==> src/design/lsds_pkg.sv <==
// types and constants shared by the line-sensor differential steering block
// no dependencies
package lsds_pkg;

  localparam int unsigned SENSOR_W = 8;
  localparam int unsigned SPEED_W  = 8;
  localparam int unsigned COUNT_W  = 3;

  // configuration register indexes
  localparam logic CFG_BASE_SPEED = 1'b0;
  localparam logic CFG_MAX_SPEED  = 1'b1;

  localparam logic [SPEED_W-1:0] BASE_SPEED_RST = 8'd128;
  localparam logic [SPEED_W-1:0] MAX_SPEED_RST  = 8'd255;

  typedef struct packed {
    logic [SENSOR_W-1:0] sensor_bits;
    logic                collision;
  } lsds_in_t;

  typedef struct packed {
    logic [SPEED_W-1:0] left_speed;
    logic [SPEED_W-1:0] right_speed;
    logic               stopped;
    logic [COUNT_W-1:0] left_count;
    logic [COUNT_W-1:0] right_count;
  } lsds_out_t;

endpackage

==> src/design/line_sensor_differential_steering.sv <==
// line-sensor differential steering: top level, one register stage
// depends on lsds_pkg (payload structs, register indexes, reset values)
// a result is registered and appears on the output in the cycle after its input transaction is taken
// throughput: one transaction per cycle while out_ready_i does not stall, set by the single result register
// in_ready_o stays high while the result register is empty or being drained
// reset (rst_ni low, asynchronous): output empty, base_speed 128, max_speed 255
module line_sensor_differential_steering #(
  parameter int unsigned SENSORS = 8
) (
  input  logic             clk_i,
  input  logic             rst_ni,
  input  logic             in_valid_i,
  output logic             in_ready_o,
  input  lsds_pkg::lsds_in_t  in_data_i,
  output logic             out_valid_o,
  input  logic             out_ready_i,
  output lsds_pkg::lsds_out_t out_data_o,
  input  logic             cfg_we_i,
  input  logic             cfg_idx_i,
  input  logic [lsds_pkg::SPEED_W-1:0] cfg_data_i
);

  localparam int unsigned SW = lsds_pkg::SPEED_W;
  localparam int unsigned CW = lsds_pkg::COUNT_W;

  // geometry: c is the rounded-up half, center sensors per side
  localparam int unsigned C      = SENSORS - SENSORS / 2;
  localparam bit          EVEN   = (SENSORS % 2) == 0;
  localparam int unsigned LC     = C - 1;
  localparam int unsigned RC     = EVEN ? C : C - 1;
  localparam int unsigned RSTART = EVEN ? C + 1 : C;
  // outermost weight, at least one
  localparam int unsigned W      = ((SENSORS - 1) / 2 < 1) ? 1 : (SENSORS - 1) / 2;
  // reciprocal of the weight, 16 fraction bits, exact for 8-bit dividends
  localparam int unsigned RECIP_W = 17;
  localparam logic [RECIP_W-1:0] RECIP = RECIP_W'((65536 + W - 1) / W);
  localparam logic [SW-1:0] QUOT_RST = SW'(255 / W);

  // configuration registers
  logic [SW-1:0] base_q, base_d;
  logic [SW-1:0] max_q, max_d;
  // max_speed / weight, refreshed whenever max_speed is written
  logic [SW-1:0] quot_q, quot_d;
  logic [SW+RECIP_W-1:0] quot_prod;

  always_comb begin
    base_d = base_q;
    max_d  = max_q;
    if (cfg_we_i) begin
      case (cfg_idx_i)
        lsds_pkg::CFG_BASE_SPEED: base_d = cfg_data_i;
        lsds_pkg::CFG_MAX_SPEED:  max_d  = cfg_data_i;
        default: ;
      endcase
    end
    quot_prod = (SW + RECIP_W)'(max_d) * (SW + RECIP_W)'(RECIP);
    quot_d    = quot_prod[16 +: SW];
  end

  always_ff @(posedge clk_i or negedge rst_ni) begin
    if (!rst_ni) begin
      base_q <= lsds_pkg::BASE_SPEED_RST;
      max_q  <= lsds_pkg::MAX_SPEED_RST;
      quot_q <= QUOT_RST;
    end else begin
      base_q <= base_d;
      max_q  <= max_d;
      quot_q <= quot_d;
    end
  end

  // sensor row, sensors beyond the input field read as zero
  logic [SENSORS-1:0] sens;
  always_comb begin
    for (int i = 0; i < SENSORS; i++) begin
      if (i < lsds_pkg::SENSOR_W) sens[i] = in_data_i.sensor_bits[i];
      else                         sens[i] = 1'b0;
    end
  end

  // a side sensor counts when it equals its inner neighbour and that side's center
  logic [SENSORS-1:0] lmatch, rmatch;
  logic [CW-1:0]      lcnt, rcnt;
  always_comb begin
    lmatch = '0;
    rmatch = '0;
    for (int i = 0; i + 1 < C; i++) begin
      lmatch[i] = (sens[i] == sens[i+1]) && (sens[i] == sens[LC]);
    end
    for (int i = RSTART; i < SENSORS; i++) begin
      rmatch[i] = (sens[i] == sens[i-1]) && (sens[i] == sens[RC]);
    end
    lcnt = '0;
    rcnt = '0;
    for (int i = 0; i < SENSORS; i++) begin
      lcnt = lcnt + CW'(lmatch[i]);
      rcnt = rcnt + CW'(rmatch[i]);
    end
  end

  // steering: magnitude of the difference, then add/subtract and clamp
  logic          steer_right;
  logic [CW-1:0] cnt_mag;
  logic [SW+CW-1:0] diff_raw;
  logic [SW-1:0] diff_mag;
  logic [SW:0]   sum_up;
  logic [SW-1:0] spd_up, spd_dn;
  lsds_pkg::lsds_out_t res;

  always_comb begin
    steer_right = rcnt > lcnt;
    cnt_mag     = steer_right ? (rcnt - lcnt) : (lcnt - rcnt);
    diff_raw    = (SW + CW)'(quot_q) * (SW + CW)'(cnt_mag);
    diff_mag    = (diff_raw > (SW + CW)'(max_q)) ? max_q : diff_raw[SW-1:0];
    // side that speeds up
    sum_up = (SW + 1)'(base_q) + (SW + 1)'(diff_mag);
    spd_up = (sum_up > (SW + 1)'(max_q)) ? max_q : sum_up[SW-1:0];
    // side that slows down, floored at zero
    if (base_q < diff_mag)                spd_dn = '0;
    else if (base_q - diff_mag > max_q)   spd_dn = max_q;
    else                                  spd_dn = base_q - diff_mag;

    res.left_count  = lcnt;
    res.right_count = rcnt;
    res.stopped     = in_data_i.collision;
    if (in_data_i.collision) begin
      res.left_speed  = '0;
      res.right_speed = '0;
    end else if (lcnt == rcnt) begin
      // balanced: base speed, not clamped
      res.left_speed  = base_q;
      res.right_speed = base_q;
    end else if (steer_right) begin
      res.right_speed = spd_up;
      res.left_speed  = spd_dn;
    end else begin
      res.right_speed = spd_dn;
      res.left_speed  = spd_up;
    end
  end

  // result register with a valid flag
  logic                out_valid_q, out_valid_d;
  lsds_pkg::lsds_out_t out_q;
  logic                in_fire;

  assign in_ready_o  = !out_valid_q || out_ready_i;
  assign in_fire     = in_valid_i && in_ready_o;
  assign out_valid_d = in_fire || (out_valid_q && !out_ready_i);

  always_ff @(posedge clk_i or negedge rst_ni) begin
    if (!rst_ni) begin
      out_valid_q <= 1'b0;
    end else begin
      out_valid_q <= out_valid_d;
    end
  end

  always_ff @(posedge clk_i) begin
    if (in_fire) begin
      out_q <= res;
    end
  end

  assign out_valid_o = out_valid_q;
  assign out_data_o  = out_q;

`ifndef NO_ASSERTIONS
  // a collision transaction comes out stopped with both speeds at zero
  a_collision_stops: assert property (@(posedge clk_i) disable iff (!rst_ni)
    in_fire && in_data_i.collision |=>
      out_valid_o && out_data_o.stopped &&
      out_data_o.left_speed == '0 && out_data_o.right_speed == '0)
    else $error("collision did not stop both sides");

  // stopped flag follows the collision bit of the transaction taken
  a_stop_flag: assert property (@(posedge clk_i) disable iff (!rst_ni)
    in_fire |=> out_data_o.stopped == $past(in_data_i.collision))
    else $error("stopped flag does not match collision");

  // balanced counts give equal speeds
  a_balanced: assert property (@(posedge clk_i) disable iff (!rst_ni)
    out_valid_o && !out_data_o.stopped &&
    out_data_o.left_count == out_data_o.right_count |->
      out_data_o.left_speed == out_data_o.right_speed)
    else $error("balanced counts gave unequal speeds");

  // steered speeds never exceed max_speed
  a_speed_limit: assert property (@(posedge clk_i) disable iff (!rst_ni)
    out_valid_o && !out_data_o.stopped &&
    out_data_o.left_count != out_data_o.right_count && !$past(cfg_we_i) |->
      out_data_o.left_speed <= max_q && out_data_o.right_speed <= max_q)
    else $error("steered speed above max_speed");

  // an empty result register never stalls the input
  a_ready_empty: assert property (@(posedge clk_i) disable iff (!rst_ni)
    !out_valid_o |-> in_ready_o)
    else $error("input stalled with empty result register");
`endif

endmodule

==> config.mk <==
export PLATFORM = sky130hd
export DESIGN_NAME = line_sensor_differential_steering
export DESIGN_NICKNAME = d
export VERILOG_FILES = /design/src/design/lsds_pkg.sv /design/src/design/line_sensor_differential_steering.sv
export SDC_FILE = /design/constraint.sdc
export NUM_CORES = 1
export LEC_CHECK = 0
export BUFFER_PORTS_ARGS = -buffer_cell sky130_fd_sc_hd__buf_2
export CAP_MARGIN = 20
export CORE_MARGIN = 2
export CORE_UTILIZATION = 55
export DETAILED_ROUTE_END_ITERATION = 10
export PLACE_DENSITY_LB_ADDON = 0.05
export REMOVE_ABC_BUFFERS = 1
export SYNTH_ARGS = -nofsm -noshare
export SYNTH_HDL_FRONTEND = slang
export SYNTH_SLANG_ARGS = --single-unit
==> constraint.sdc <==
create_clock -name clk_i -period 19.7 [get_ports clk_i]
set_input_delay 1.97 -clock clk_i [delete_from_list [all_inputs] [get_ports clk_i]]
set_output_delay 1.97 -clock clk_i [all_outputs]
set_load 0.01 [all_outputs]
# == Yosys cells after proc, flatten, opt, wreduce, memory -nomap -nowiden ==
# Index checks and enable logic that the tools add are counted.
# totals
reg_bits,47
latchBits,0
mem_bits_rw,0
romBits,0
inputBits,23
output_inout_bits,25
elab_cells,56
memories,0
# classes
addsub,8
n_mul,2
n_div,0
magnitude_cmp,5
eq_ne,11
shifts,0
mux,9
bitwise,1
reduce_logical,11
# op_table
op,count
8-bit 2-to-1 mux,6
16-bit 2-to-1 mux,2
"8-bit by 14-bit multiplier with 22-bit output, second input constant",1
1-bit equality test,10
10-bit by 8-bit greater-than comparator with 1-bit output,1
7-bit by 3-bit multiplier with 10-bit output,1
8-bit by 8-bit adder with 9-bit output,1
9-bit by 8-bit greater-than comparator with 1-bit output,1
8-bit greater-than comparator,1
8-bit < comparator,1
8-bit subtractor,1
2-bit by 1-bit adder with 3-bit output,2
1-bit logical AND,6
3-bit subtractor,2
1-bit by 1-bit adder with 2-bit output,2
3-bit equality test,1
3-bit greater-than comparator,1
3-bit 2-to-1 mux,1
1-bit logical NOT,2
1-bit logical OR,2
2-bit AND reduction,1
1-bit NOT,1

# == Depth between registers and ports, before layout ==
# depth
word_depth,15
depth_mapped,40

# == Worst setup path after synthesis ==
# OpenSTA, ideal clock, no wires.
# synth_timing
path_kind,in2reg
start,input in_data_i[7] in the netlist's numbering
end,"register out_q, in the netlist out_data_o[14], data pin"
setup_ns,0.157
arrival_ns,10.583
t_required_ns,19.543
slack_ns,8.960
cell_stages,39
path_buffers,5
cell_sequence,and2_1 > a21oi_1 > fa_1 > inv_1 > ha_1 > clkbuf_1 > nand2_1 > and2_1 > clkbuf_1 > mux2i_1 > nor2b_1 > fa_1 > ha_1 > a21o_1 > a21oi_1 > o21bai_1 > a21oi_1 > xnor2_1 > [... 3 more ...] > o211a_1 > buf_2 > buf_2 > mux2_2 > ha_1 > clkbuf_1 > nor2b_1 > nor2_1 > a211o_1 > a22oi_1 > inv_1 > ha_1 > nand4_1 > nor2_1 > a211oi_1 > nor2_1 > a211o_1 > a32oi_1
# synth_between
elab_chain_cells,15
word_cells_on_any_way,25
classes_between,add/sub (6); mul (1); order compare (5); eq/ne (4); mux (7); reduce/logical (2)
# synth_lines
element,line_no,rtl
from (decl),line_sensor_differential_steering.sv:14,"input lsds_pkg::lsds_in_t in_data_i,"
1-bit equality test,line_sensor_differential_steering.sv:91,rmatch[i] = (sens[i] == sens[i-1]) && (sens[i] == sens[RC]);
1-bit logical AND,line_sensor_differential_steering.sv:91,
1-bit by 1-bit adder with 2-bit output,line_sensor_differential_steering.sv:97,rcnt = rcnt + CW'(rmatch[i]);
2-bit by 1-bit adder with 3-bit output *,line_sensor_differential_steering.sv:97,
via rcnt[0],line_sensor_differential_steering.sv:83,"logic [CW-1:0] lcnt, rcnt;"
3-bit subtractor / 3-bit greater-than comparator (equally long branches),"line_sensor_differential_steering.sv:112, line_sensor_differential_steering.sv:111",
3-bit 2-to-1 mux,line_sensor_differential_steering.sv:112,cnt_mag = steer_right ? (rcnt - lcnt) : (lcnt - rcnt);
7-bit by 3-bit multiplier with 10-bit output,line_sensor_differential_steering.sv:113,diff_raw = (SW + CW)'(quot_q) * (SW + CW)'(cnt_mag);
10-bit by 8-bit greater-than comparator with 1-bit output,line_sensor_differential_steering.sv:114,diff_mag = (diff_raw > (SW + CW)'(max_q)) ? max_q : diff_raw[SW-1:0];
8-bit 2-to-1 mux,line_sensor_differential_steering.sv:114,
8-bit subtractor,"line_sensor_differential_steering.sv:120, line_sensor_differential_steering.sv:121",
8-bit greater-than comparator,line_sensor_differential_steering.sv:120,else if (base_q - diff_mag > max_q) spd_dn = max_q;
8-bit 2-to-1 mux,line_sensor_differential_steering.sv:120,
8-bit 2-to-1 mux,line_sensor_differential_steering.sv:119,if (base_q < diff_mag) spd_dn = '0;
16-bit 2-to-1 mux,line_sensor_differential_steering.sv:133,end else if (steer_right) begin
16-bit 2-to-1 mux *,line_sensor_differential_steering.sv:129,end else if (lcnt == rcnt) begin
to (signal assigned),line_sensor_differential_steering.sv:161,out_q <= res;
to (decl),line_sensor_differential_steering.sv:144,lsds_pkg::lsds_out_t out_q;
# The timed path passes the listed nets; every way through them passes the cells marked *.
# A chain may end at the register's enable or synchronous reset.

# == Worst setup path in the final report ==
# layout_timing
start,input in_data_i[4] in the netlist's numbering
end,"register out_q, in the netlist out_data_o[22], data pin"
# layout_between
elab_chain_cells,15
word_cells_on_any_way,25
classes_between,add/sub (6); mul (1); order compare (5); eq/ne (4); mux (7); reduce/logical (2)
# layout_lines
element,line_no,rtl
1-bit equality test,line_sensor_differential_steering.sv:88,lmatch[i] = (sens[i] == sens[i+1]) && (sens[i] == sens[LC]);
1-bit logical AND,line_sensor_differential_steering.sv:88,
1-bit by 1-bit adder with 2-bit output,line_sensor_differential_steering.sv:96,lcnt = lcnt + CW'(lmatch[i]);
2-bit by 1-bit adder with 3-bit output *,line_sensor_differential_steering.sv:96,
3-bit subtractor / 3-bit greater-than comparator (equally long branches),"line_sensor_differential_steering.sv:112, line_sensor_differential_steering.sv:111",
3-bit 2-to-1 mux,line_sensor_differential_steering.sv:112,
7-bit by 3-bit multiplier with 10-bit output,line_sensor_differential_steering.sv:113,
10-bit by 8-bit greater-than comparator with 1-bit output,line_sensor_differential_steering.sv:114,
8-bit 2-to-1 mux,line_sensor_differential_steering.sv:114,
8-bit subtractor,"line_sensor_differential_steering.sv:120, line_sensor_differential_steering.sv:121",
8-bit greater-than comparator,line_sensor_differential_steering.sv:120,
8-bit 2-to-1 mux,line_sensor_differential_steering.sv:120,
8-bit 2-to-1 mux,line_sensor_differential_steering.sv:119,
16-bit 2-to-1 mux,line_sensor_differential_steering.sv:133,
16-bit 2-to-1 mux *,line_sensor_differential_steering.sv:129,
# Every way passes the cells marked *; elsewhere a longest branch is shown, timed or not.

==> reports/metrics.yaml <==
clkTransAtPathRegs_ns: 0.09
grt_pass1_wl_mm: 22.1
antenna_found_initial: 0
setup_violations: 0
rows: 37
period_share_pct: 60.7
cts_hold_buf: 0
drv_cap: 0
cts_inserted_buffers: 5
coreArea_mm2: 0.0101
cts_tree: "built"
initial_utilization_pct: 55.9
cp-startpoint: "in_data_i[4]"
cts_setup_buffers: 0
path_max_fanout: 15
firstDrtPassIters: 5
grt_max_degree: 25
ys_types: 59
hold_end: "out_valid_o"
finalHoldViolCount: 0
syn-cell-area_mm2: 0.00567
async_reset_ff_share_pct: 53.3
io_buffers: 45
ys.warnings.count: 0
syn_area_per_cell_um2: 9.54
die_h_um: 105
io-pin-count: 48
ys.flop_type: "edfxtp_1"
holdCritPathClass: "flip-flop to flip-flop"
rsz0062_at_grt: "no"
antenna_left: 0
worst_path_largest_cell_delay_ns: 0.66
cp_slowest_cell: "o211a_1"
htree_levels: 2
layout-drive-gt1-share_pct: 14.3
routabilityCongestion: 0.957
tightest_slew_ns: 0.891
r2r_start: "quot_q[2]"
clk_path_buf_depth: 2
place_hpwl_mm: 11.4
routed_wl_mm: 13.3
num_antenna_cells: 0
slew_violations: 0
crit_required_ns: 19.85
grt_pass1_vias: 4570
grt.overflow.total: 0
r2r_slack_ns: 11.37
worstReg2RegEnd: "out_data_o[22]"
slew_headroom_pct: 40.6
initialDrtViolationCount: 222
area_delta_synth_final_pct: 7.95
max_clock_freq_mhz: 83.6
synth-edff-count: 21
min_from: "out_valid_o"
viasPerCell: 6.02
dieArea_mm2: 0.0111
num_vias: 4654
grt_usage_pct: 24.9
endpoint_kind: "flip-flop"
reg2regPathDepth: 25
setup-tns-final_ns: 0
cp_common_cell: "ha_1"
num-nets-final: 788
die_w_um: 105
clock-sinks: 45
worstSetupStartpointType: "input pin"
hold_depth: 2
wl_per_cell_um: 17.2
yosysSeqAreaShare_pct: 22.0
netlist_instances: 594
drc: 0
worst_skew_pair.late_latency_ns: 0.31
ctsResizeCount: 0
ys_ff_latch: 45
clock_skew_ns: 0.00877
arrival_ns: 12.12
min_period_ns: 11.97
root_buffer: "clkbuf_8"
crit_type: "input pin to flip-flop"
status: "complete, no violations"
-- cell usage after synthesis (4+ instances only) --
| library cell | count | area, µm² |
|---|---|---|
| a211o_1 | 5 | 43.8 |
| inv_1 | 71 | 267 |
| o21ai_0 | 21 | 105 |
| a21oi_1 | 36 | 180 |
| nor3_1 | 10 | 50.1 |
| a21o_1 | 9 | 67.6 |
| dfrtp_1 | 11 | 275 |
| a31oi_1 | 6 | 37.5 |
| or3_1 | 7 | 43.8 |
| xor2_1 | 7 | 61.3 |
| and2_1 | 9 | 56.3 |
| nand3_1 | 11 | 55.1 |
| fa_1 | 29 | 581 |
| o2111ai_1 | 4 | 35.0 |
| nand4_1 | 7 | 43.8 |
| o211ai_1 | 12 | 90.1 |
| ha_1 | 100 | 1250 |
| mux2i_1 | 20 | 200 |
| clkbuf_1 | 7 | 26.3 |
| edfxtp_1 | 21 | 631 |
| a32oi_1 | 4 | 35.0 |
| and3_1 | 6 | 37.5 |
| nor2_1 | 26 | 97.6 |
| a211oi_1 | 8 | 60.1 |
| mux2_2 | 21 | 236 |
| nor2b_1 | 17 | 106 |
| dfstp_2 | 13 | 342 |
| xnor2_1 | 10 | 87.6 |
| nand2b_1 | 13 | 81.3 |
| nand2_1 | 30 | 113 |
-- worst max path at each step --
stage,end,slack [ns],cells past startpoint
after floorplan,out_data_o[14],9.04,33
after global placement,out_data_o[14],8.03,35
after detailed placement,out_data_o[22],7.53,34
after CTS,out_data_o[22],7.84,33
after global routing,out_data_o[22],7.06,35
final,out_data_o[22],7.73,33
-- flip-flops by register name, indices dropped and copies added, names as in the netlist --
register / count
out_valid_o: 1
out_data_o: 21
max_q: 8
base_q: 8
quot_q: 7
-- metal layers --
metal / up-vias / share of wire (%) / wire length [µm] / GRT usage [%]
li1: 2227 / - / - / -
met1: 2254 / 41 / 5510 / 31.4
met5: - / 0 / 0 / 0
met2: 148 / 51 / 6810 / 45.1
met4: 0 / 2.3 / 300 / 6.95
met3: 25 / 5.2 / 692 / 2.84
-- cell type report --
class	count	area, µm²
sequential	45	1250
clock inverter	1	5.00
clock buffer	7	97.6
timing repair buffer	45	225
multi-input combinational	468	4100
tap	136	170
inverter	71	267
fill	912	4020
-- critical path, delay by kind of cell --
kind            cells  cell delay [ns]
mux                 2             0.95
compound gates     14             4.41
xor+xnor            1             0.20
simple gates        7             1.54
buf+inv             2             0.20
fa+ha+maj           7             2.80
-- metrics by stage --
stage                     setup slack [ns]  hold slack (ns)  util [%]  area, µm²  cells
after floorplan                       9.04            0.532         -       5620    584
after global placement                8.03            0.498      59.3       6010    765
after CTS                             7.84            0.554      60.3       6120    773
after detailed placement              7.53            0.535      59.3       6010    765
final                                 7.73            0.554      60.3       6120    773
after global routing                  7.06            0.611      60.3       6120    773
-- logic make-up (layout without fill, tap and decap cells) --
| kind of cell | count (synthesis) | count (layout) | share of synthesized area, % |
|---|---|---|---|
| mux | 41 | 41 | 7.71 |
| buf+inv | 82 | 124 | 5.61 |
| flops | 45 | 45 | 22.0 |
| other cells | 1 | 2 | 0.0662 |
| compound gates | 135 | 135 | 16.4 |
| simple gates | 144 | 144 | 13.2 |
| xor+xnor | 17 | 17 | 2.63 |
| fa+ha+maj | 129 | 129 | 32.3 |
-- cell usage in the layout, fill, tap and decap left out, types with 10 or more instances in the layout --
master / n
nand2_1: 30
nand2b_1: 13
inv_1: 71
edfxtp_1: 21
dfrtp_1: 11
nor2_1: 26
nor3_1: 10
o211ai_1: 12
nor2b_1: 17
fa_1: 29
nand3_1: 11
xnor2_1: 10
o21ai_0: 21
a21oi_1: 36
buf_2: 45
mux2i_1: 20
mux2_2: 21
dfstp_2: 13
ha_1: 100
Power is left out: the tool's default activity adds up to more than one toggle a clock period on the data nets, which glitch-free logic cannot reach.
